## config.mk

```make
export PLATFORM = sky130hd
export DESIGN_NAME = switch_double_press_and_encoder_tick_unit
export DESIGN_NICKNAME = d
export VERILOG_FILES = /design/src/hdl/sdpe_pkg.sv /design/src/hdl/switch_double_press_and_encoder_tick_unit.sv /design/src/hdl/sdpe_switch.sv /design/src/hdl/sdpe_encoder.sv
export VERILOG_INCLUDE_DIRS = /design/src /design/src/hdl
export SDC_FILE = /design/constraint.sdc
export NUM_CORES = 1
export LEC_CHECK = 0
export BUFFER_PORTS_ARGS = -buffer_cell sky130_fd_sc_hd__clkbuf_2
export CORE_MARGIN = 5
export CORE_UTILIZATION = 57
export DETAILED_ROUTE_END_ITERATION = 8
export PLACE_DENSITY_LB_ADDON = 0.15
export SYNTH_ARGS = -nofsm -noshare
export SYNTH_HDL_FRONTEND = slang
export SYNTH_SLANG_ARGS = --single-unit
```

## constraint.sdc

```tcl
create_clock -name clk -period 5.35 [get_ports clk]
set_clock_uncertainty 0.05 [all_clocks]
set_input_delay 0.535 -clock clk [delete_from_list [all_inputs] [get_ports clk]]
set_output_delay 0.535 -clock clk [all_outputs]
set_load 0.005 [all_outputs]
```

## src/hdl/assert_macros.svh

```systemverilog
// Assertion helpers shared by the top-level and encoder RTL files.
`ifndef ASSERT_MACROS_SVH
`define ASSERT_MACROS_SVH

// Same-cycle implication, held off while in reset.
`define ASSERT_IMPLIES(label, clk, rst_n, ante, cons) \
    label: assert property (@(posedge clk) disable iff (!rst_n) (ante) |-> (cons)) \
        else $error("assertion failed");

// Next-cycle implication, held off while in reset.
`define ASSERT_NEXT(label, clk, rst_n, ante, cons) \
    label: assert property (@(posedge clk) disable iff (!rst_n) (ante) |=> (cons)) \
        else $error("assertion failed");

`endif

```

## src/hdl/sdpe_pkg.sv

```systemverilog
package sdpe_pkg;

    localparam int unsigned NUM_SWITCHES = 3;

    localparam logic [15:0] MIN_GAP_MS   = 16'd20;
    localparam logic [16:0] INTERVAL_CAP = 17'd65500;
    localparam logic [16:0] TIMER_CAP    = 17'd65535;

    // Configuration register indexes
    localparam logic [2:0] REG_WINDOW_A = 3'd0;
    localparam logic [2:0] REG_WINDOW_B = 3'd1;
    localparam logic [2:0] REG_WINDOW_C = 3'd2;
    localparam logic [2:0] REG_FAST     = 3'd3;
    localparam logic [2:0] REG_MEDIUM   = 3'd4;
    localparam logic [2:0] REG_SLOW     = 3'd5;

    localparam logic [15:0] WINDOW_RESET   = 16'd300;
    localparam logic [15:0] FAST_RESET     = 16'd200;
    localparam logic [15:0] MEDIUM_RESET   = 16'd1500;
    localparam logic [15:0] SLOW_RESET     = 16'd3000;
    localparam logic [15:0] INTERVAL_RESET = 16'd3000;

    // Encoder step codes (2-bit signed)
    localparam logic [1:0] DIR_NONE = 2'b00;
    localparam logic [1:0] DIR_CW   = 2'b01;
    localparam logic [1:0] DIR_CCW  = 2'b11;

    // Speed class codes
    localparam logic [1:0] SPEED_NONE   = 2'd0;
    localparam logic [1:0] SPEED_SLOW   = 2'd1;
    localparam logic [1:0] SPEED_MEDIUM = 2'd2;
    localparam logic [1:0] SPEED_FAST   = 2'd3;

    typedef struct packed {
        logic pressed;
        logic dbl;
    } sw_result_t;

    typedef struct packed {
        logic [15:0] fast;
        logic [15:0] mid;
        logic [15:0] slow;
    } enc_cfg_t;

    typedef struct packed {
        logic [15:0] interval;
        logic [1:0]  speed_class;
        logic [1:0]  direction;
    } enc_result_t;

endpackage

```

## src/hdl/switch_double_press_and_encoder_tick_unit.sv

```systemverilog
// Channel  Dir  Width  Contents
// s_*      in   8      one UI tick: switch levels and encoder pins
// m_*      out  32     pressed/double flags, step, speed class, interval
// cfg_*    in   3+16   register index and value, written when cfg_we is high
//
// One tick is accepted per cycle while s_tready is high; its result is registered in the
// output register, computed by the compare/add logic of the switch and encoder state.
// s_tready is low only while a result waits and m_tready is low.
// Reset (rst_n low, asynchronous) clears all but out_reg and loads register defaults.
// State advances only when a tick is accepted, so stalls never drop or repeat results.

`include "assert_macros.svh"

module switch_double_press_and_encoder_tick_unit #(
    parameter int unsigned TICK_MS = 10
) (
    input  logic        clk,
    input  logic        rst_n,
    input  logic        s_tvalid,
    output logic        s_tready,
    // [0] switch_a_level, [1] switch_b_level, [2] switch_c_level,
    // [3] phase_a, [4] phase_b, [7:5] zero
    input  logic [7:0]  s_tdata,
    output logic        m_tvalid,
    input  logic        m_tready,
    // [0] pressed_a, [1] double_a, [2] pressed_b, [3] double_b, [4] pressed_c,
    // [5] double_c, [7:6] direction, [9:8] speed_class, [25:10] interval, [31:26] zero
    output logic [31:0] m_tdata,
    input  logic        cfg_we,
    input  logic [2:0]  cfg_index,
    input  logic [15:0] cfg_data
);

    localparam int unsigned NSW = sdpe_pkg::NUM_SWITCHES;

    logic [15:0]           window_reg [NSW];
    sdpe_pkg::enc_cfg_t    enc_cfg_reg;
    sdpe_pkg::sw_result_t  sw_res [NSW];
    sdpe_pkg::enc_result_t enc_res;
    logic                  take;
    logic                  out_valid_reg;
    logic [25:0]           out_reg;
    logic [25:0]           out_next;

    assign s_tready = !out_valid_reg || m_tready;
    assign take     = s_tvalid && s_tready;

    always_ff @(posedge clk or negedge rst_n)
    begin
        if (!rst_n)
        begin
            for (int i = 0; i < NSW; i++)
            begin
                window_reg[i] <= sdpe_pkg::WINDOW_RESET;
            end
            enc_cfg_reg.fast <= sdpe_pkg::FAST_RESET;
            enc_cfg_reg.mid  <= sdpe_pkg::MEDIUM_RESET;
            enc_cfg_reg.slow <= sdpe_pkg::SLOW_RESET;
        end
        else if (cfg_we)
        begin
            case (cfg_index)
                sdpe_pkg::REG_WINDOW_A: window_reg[0] <= cfg_data;
                sdpe_pkg::REG_WINDOW_B: window_reg[1] <= cfg_data;
                sdpe_pkg::REG_WINDOW_C: window_reg[2] <= cfg_data;
                sdpe_pkg::REG_FAST:     enc_cfg_reg.fast <= cfg_data;
                sdpe_pkg::REG_MEDIUM:   enc_cfg_reg.mid  <= cfg_data;
                sdpe_pkg::REG_SLOW:     enc_cfg_reg.slow <= cfg_data;
                default: ;
            endcase
        end
    end

    for (genvar g = 0; g < NSW; g++)
    begin : g_sw
        sdpe_switch #(
            .TICK_MS (TICK_MS)
        ) u_switch (
            .clk    (clk),
            .rst_n  (rst_n),
            .take   (take),
            .level  (s_tdata[g]),
            .window (window_reg[g]),
            .result (sw_res[g])
        );
    end

    sdpe_encoder #(
        .TICK_MS (TICK_MS)
    ) u_encoder (
        .clk     (clk),
        .rst_n   (rst_n),
        .take    (take),
        .phase_a (s_tdata[3]),
        .phase_b (s_tdata[4]),
        .cfg     (enc_cfg_reg),
        .result  (enc_res)
    );

    assign out_next = {enc_res.interval, enc_res.speed_class, enc_res.direction,
                       sw_res[2].dbl, sw_res[2].pressed,
                       sw_res[1].dbl, sw_res[1].pressed,
                       sw_res[0].dbl, sw_res[0].pressed};

    always_ff @(posedge clk or negedge rst_n)
    begin
        if (!rst_n)
        begin
            out_valid_reg <= 1'b0;
        end
        else if (take)
        begin
            out_valid_reg <= 1'b1;
        end
        else if (m_tready)
        begin
            out_valid_reg <= 1'b0;
        end
    end

    // hold the word while the sink stalls
    always_ff @(posedge clk)
    begin
        if (take)
        begin
            out_reg <= out_next;
        end
    end

    assign m_tvalid = out_valid_reg;
    assign m_tdata  = {6'd0, out_reg};

    `ASSERT_NEXT(a_take_gives_word, clk, rst_n, take, m_tvalid)
    `ASSERT_IMPLIES(a_double_needs_press, clk, rst_n, m_tvalid,
        (m_tdata[1] == 1'b0 || m_tdata[0]) && (m_tdata[3] == 1'b0 || m_tdata[2])
        && (m_tdata[5] == 1'b0 || m_tdata[4]))
    `ASSERT_IMPLIES(a_direction_code, clk, rst_n, m_tvalid, m_tdata[7:6] != 2'b10)

endmodule

```

## src/hdl/sdpe_switch.sv

```systemverilog
module sdpe_switch #(
    parameter int unsigned TICK_MS = 10
) (
    input  logic                  clk,
    input  logic                  rst_n,
    input  logic                  take,
    input  logic                  level,
    input  logic [15:0]           window,
    output sdpe_pkg::sw_result_t  result
);

    logic        pressed_reg;
    logic        pressed_next;
    logic [15:0] timer_reg;
    logic [15:0] timer_next;
    logic        changed;
    logic        restart;
    logic        dbl;
    logic [16:0] sum;

    always_comb
    begin
        pressed_next = ~level;
        changed      = (pressed_next != pressed_reg);
        restart      = 1'b0;
        dbl          = 1'b0;
        if (!pressed_next && changed && (timer_reg >= window))
        begin
            restart = 1'b1;
        end
        else if (pressed_next && changed && (timer_reg <= window)
                 && (timer_reg >= sdpe_pkg::MIN_GAP_MS))
        begin
            restart = 1'b1;
            dbl     = 1'b1;
        end
        sum = (restart ? 17'd0 : {1'b0, timer_reg}) + 17'(TICK_MS);
        // saturate the gap timer
        if (sum > sdpe_pkg::TIMER_CAP)
        begin
            timer_next = sdpe_pkg::TIMER_CAP[15:0];
        end
        else
        begin
            timer_next = sum[15:0];
        end
    end

    assign result.pressed = pressed_next;
    assign result.dbl     = dbl;

    always_ff @(posedge clk or negedge rst_n)
    begin
        if (!rst_n)
        begin
            pressed_reg <= 1'b0;
            timer_reg   <= 16'd0;
        end
        else if (take)
        begin
            pressed_reg <= pressed_next;
            timer_reg   <= timer_next;
        end
    end

endmodule

```

## src/hdl/sdpe_encoder.sv

```systemverilog
`include "assert_macros.svh"

module sdpe_encoder #(
    parameter int unsigned TICK_MS = 10
) (
    input  logic                   clk,
    input  logic                   rst_n,
    input  logic                   take,
    input  logic                   phase_a,
    input  logic                   phase_b,
    input  sdpe_pkg::enc_cfg_t     cfg,
    output sdpe_pkg::enc_result_t  result
);

    logic [15:0] edge_reg;
    logic [15:0] edge_next;
    logic [15:0] prev_reg;
    logic        saved_a_reg;
    logic [16:0] cnt;
    logic [15:0] cnt_sat;
    logic        step;

    always_comb
    begin
        cnt = {1'b0, edge_reg} + 17'(TICK_MS);
        if (cnt >= sdpe_pkg::INTERVAL_CAP)
        begin
            cnt_sat = sdpe_pkg::INTERVAL_CAP[15:0];
        end
        else
        begin
            cnt_sat = cnt[15:0];
        end
        step = (phase_a != phase_b) && (cnt_sat >= cfg.fast);
        // rebase against the interval of the previous edge, wrapping mod 2^16
        edge_next = step ? (cnt_sat - prev_reg) : cnt_sat;

        if (!step)
        begin
            result.direction = sdpe_pkg::DIR_NONE;
        end
        else if (saved_a_reg == phase_b)
        begin
            result.direction = sdpe_pkg::DIR_CCW;
        end
        else
        begin
            result.direction = sdpe_pkg::DIR_CW;
        end

        if (edge_next <= cfg.fast)
        begin
            result.speed_class = sdpe_pkg::SPEED_FAST;
        end
        else if (edge_next <= cfg.mid)
        begin
            result.speed_class = sdpe_pkg::SPEED_MEDIUM;
        end
        else if (edge_next <= cfg.slow)
        begin
            result.speed_class = sdpe_pkg::SPEED_SLOW;
        end
        else
        begin
            result.speed_class = sdpe_pkg::SPEED_NONE;
        end
        result.interval = edge_next;
    end

    always_ff @(posedge clk or negedge rst_n)
    begin
        if (!rst_n)
        begin
            edge_reg    <= sdpe_pkg::INTERVAL_RESET;
            prev_reg    <= sdpe_pkg::INTERVAL_RESET;
            saved_a_reg <= 1'b0;
        end
        else if (take)
        begin
            edge_reg <= edge_next;
            if (step)
            begin
                prev_reg    <= edge_next;
                saved_a_reg <= phase_a;
            end
        end
    end

    `ASSERT_NEXT(a_edge_saves_prev, clk, rst_n, take && step, prev_reg == edge_reg)
    `ASSERT_NEXT(a_edge_saves_phase, clk, rst_n, take && step, saved_a_reg == $past(phase_a))
    `ASSERT_NEXT(a_no_edge_counts, clk, rst_n, take && !step, edge_reg == $past(cnt_sat))

endmodule

```

==> results.md <==
* Total power draw at about 10 mW
* Worst-path clk slew at roughly 0.06 ns
* Final Util at ~67%
* Number of flops mapped to enable cells by yosys at 26
* Most used DFF post-synth: dfrtp_1
* Met2 usage at between 40% and 50%
* CTS Buf Count at 24
* Core footprint at between 20,000 and 25,000 µm²
* Worst Setup End Kind: register
* Met1 Use GR at 34.8%
* Die area at about 27,000 µm²
* Starting DRT DRC Count at about 750
* Cells after Synth at between 1,000 and 1,500
* Largest net degree at the start of global routing at 91
* Leak Pwr at roughly 7.2 nW
* Worst setup margin at -0.175 ns
* CP Max Fanout at 8
* Yosys top cell area share at roughly a quarter
* Routed wire length at 35,300 µm
* Synth area leaders: dfrtp_1, ha_1, dfstp_2
* Syn_area_per_cell at 9.03 µm²
* Sequential fraction of the synthesis area at between 30% and 40%
* Met3 usage at about 2.9%
* Setup violators final at 2
* TritonRoute pass-1 iters at 5
* Ant. Diodes at 0
* # DRC at 0
* Max cap viols at 0
* Synth-to-Final Area Change at 16.4%
* GRT overflow at 0
* IO buf count at 56
* Sw power at slightly above 4 mW
* Initial Util at 57.6%
* Setup Crit Path Kind: reg -> reg
* Detail Route Antenna Nets at 0
* GRT Resource Usage Total at between 20% and 30%
* Setup slack at placement at -0.280 ns
* Final net count at approximately 1,800
* Vias per cell at 5.84
* Initial antenna violation count at 0
* Synth unique cells at about 80
* Status: finished with violations
* GPL Wtd Cong at approximately 0.95
* Number of global-route vias before repair at between 10,000 and 15,000
* CTS tree: yes
* CTS Root Cell: clkbuf_16
* Share of layout cells above drive strength 1 at 20.3%
* Fin Hold WS at -0.000881 ns
* Cts hold-fix bufs at 0
* DP HPWL at ~26,000 µm
* # H-tree levels at 1
* Critical Path RT at 5.67 ns
* Clock power share at roughly 17%
* Clk Latency, worst-skew pair at around 0.52 ns
* Final min period at roughly 5.5 ns
* Synth Cell Area at between 10,000 and 15,000 µm²
* Slew headroom at 33.6%
* Internal power at 5.93 mW
* Final Cycle Share at 103%
* Sequential cell area at around 5400 µm²
* CTS sink count at 207
* RSZ-0062 raised after global routing: true
* First-pass GRT wire length at 57,500 µm
* WL/cell at 18.1 µm
* Post-synth top area cell: dfrtp_1
* Sequential power share at about a quarter
* YS warnings at 0
* Peak supply drop at approximately 0.36 mV
* Startpoint types: register
* HP Class: in -> async
* Multi-input gate area at 7530 µm²
* Max Slew Vio Count at 0
* Critical Path AT at 5.85 ns
* Worst slew pin tran at 0.990 ns
* Asr flop ratio synth at 87.4%
* Failing checks: hold timing, setup timing
* Sw Share at 40.8%
* # rows at between 50 and 60
* Combinational Power Share at between 50% and 60%
* Die H at around 160 µm
* Fmax at 0.181 GHz
* FILL cells at slightly below 2,000
* Clock tree buffer depth at 3
* Final-report hold violation count at 1
* Pwr Density at around 640 nW/µm²
* Ports at 66
* Overall die width at roughly 160 µm
* Register bit total from synthesis at 207
* Global route hottest layer: met2
* Via count at 11,400
* Flop-to-flop setup slack at -0.17 ns
through the flow:
step / setup TNS (ns) / area, µm² / instances
2_1_floorplan: -0.000439 / 13600 / 1497
3_3_place_gp: -0.380 / 14700 / 1900
3_5_place_dp: -0.533 / 14700 / 1900
4_1_cts: -0.221 / 15700 / 1952
5_1_grt: -0.824 / 15700 / 1952
6_report: -0.333 / 15700 / 1952
critical path, cell delays in order (launching register included):
cell	delay [ns]
dfstp_2	0.58
nand2_2	0.06
or3_4	0.37
a2111o_1	0.38
a211oi_2	0.27
o21ai_4	0.13
nand2_1	0.13
ha_1	0.25
fa_1	0.24
nor2b_1	0.07
o31a_1	0.26
o211ai_1	0.21
a21o_1	0.18
nand2_1	0.07
xnor2_1	0.17
o21ai_0	0.44
buf_4	0.25
ha_1	0.25
a21o_1	0.16
a21o_1	0.16
a21oi_1	0.17
nor2b_1	0.07
o211ai_1	0.17
a21oi_1	0.12
o22ai_1	0.17
final timing paths:
kind                                        from                            to  cells past startpoint
setup / recovery           u_encoder.edge_reg[5]                    out_reg[8]                     24
hold reg to reg            u_encoder.prev_reg[6]         u_encoder.prev_reg[6]                      2
min in group clk                        s_tvalid                      m_tvalid                      2
hold / removal                             rst_n                enc_cfg_reg[6]                      1
max in group asynchronous                  rst_n  g_sw[2].u_switch.pressed_reg                      2
setup reg to reg           u_encoder.edge_reg[5]                    out_reg[8]                     24
synth_stat cells (4+ instances only):
| cell type | n |
|---|---|
| ha_1 | 134 |
| mux2_2 | 51 |
| a311oi_1 | 5 |
| a31oi_1 | 23 |
| and2_1 | 11 |
| o31a_1 | 5 |
| dfstp_2 | 43 |
| or3_1 | 9 |
| o22ai_1 | 10 |
| nor4_1 | 19 |
| o31ai_1 | 8 |
| o21a_1 | 18 |
| o211ai_1 | 14 |
| buf_4 | 6 |
| clkbuf_1 | 48 |
| nor2b_1 | 16 |
| inv_1 | 132 |
| o21ai_0 | 126 |
| a21oi_1 | 85 |
| nand3_1 | 40 |
| nand4_1 | 43 |
| nand2b_1 | 17 |
| nor2_1 | 92 |
| edfxtp_1 | 26 |
| buf_2 | 9 |
| a21o_1 | 35 |
| dfrtp_1 | 138 |
| nand2_1 | 162 |
| xnor2_1 | 15 |
| and3_1 | 19 |
| and4_1 | 4 |
| a211oi_1 | 9 |
| nor3_1 | 28 |
| xor2_1 | 14 |
| a22o_1 | 7 |
| nor4b_1 | 5 |
power by group through the flow:
stage	registers (mW)	logic (mW)	clock network (mW)
2_1_floorplan	2.41	3.64	0
3_3_place_gp	2.54	5.36	0
3_5_place_dp	2.56	5.50	0
4_1_cts	2.54	5.73	1.74
5_1_grt	2.61	6.44	1.81
6_report	2.55	5.76	1.71
cell usage in the layout (no fill, tap or decap), types with 5 or more instances in the layout:
master and n:
a211oi_1 9, a21o_1 35, a21oi_1 82, a22o_1 7, a311oi_1 5, a31oi_1 22
and2_1 11, and3_1 19, buf_4 103, clkbuf_1 6, clkbuf_16 25, clkbuf_2 55
conb_1 6, dfrtp_1 138, dfstp_2 43, edfxtp_1 26, ha_1 131, inv_1 132
mux2_2 51, nand2_1 159, nand2b_1 17, nand3_1 39, nand4_1 43, nor2_1 92
nor2b_1 15, nor3_1 26, nor4_1 17, o211ai_1 14, o21a_1 18, o21ai_0 125
o22ai_1 10, o31a_1 5, o31ai_1 8, or3_1 8, xnor2_1 13, xor2_1 14
layout make-up:
cell class	count	area share, %
inverters	133	3.20
multi-input cells	1090	48.0
well taps	319	2.54
flip-flops and latches	207	34.2
clock buffers	34	4.39
repair buffers	160	6.84
clock inverters	9	0.798
routing by layer:
metal  up-vias  wire (µm)  share of wire, %
li1       5600          -                 -
met1      5482      15300                43
met2       256      17500                49
met3        62       1490               4.2
met4         0       1060               3.0
met5         -          0                 0
cell families after synthesis:
logic type	share of synthesized area [%]
AND/OR/NAND/NOR	17.2
XOR/XNOR	1.88
other	0.0278
flip-flops	39.8
multiplexers	4.41
adder cells (fa/ha/maj)	12.6
AO/OA/AOI/OAI	18.1
buffers and inverters	5.98
repair_timing:
item	4_1_cts	5_1_grt
buffers inserted	9	0
pin swaps	6	5
hold endpoints to repair	0	0
endpoints found under the setup margin	2	3
resized for setup	14	5
Power figures use the tool's default switching activity.
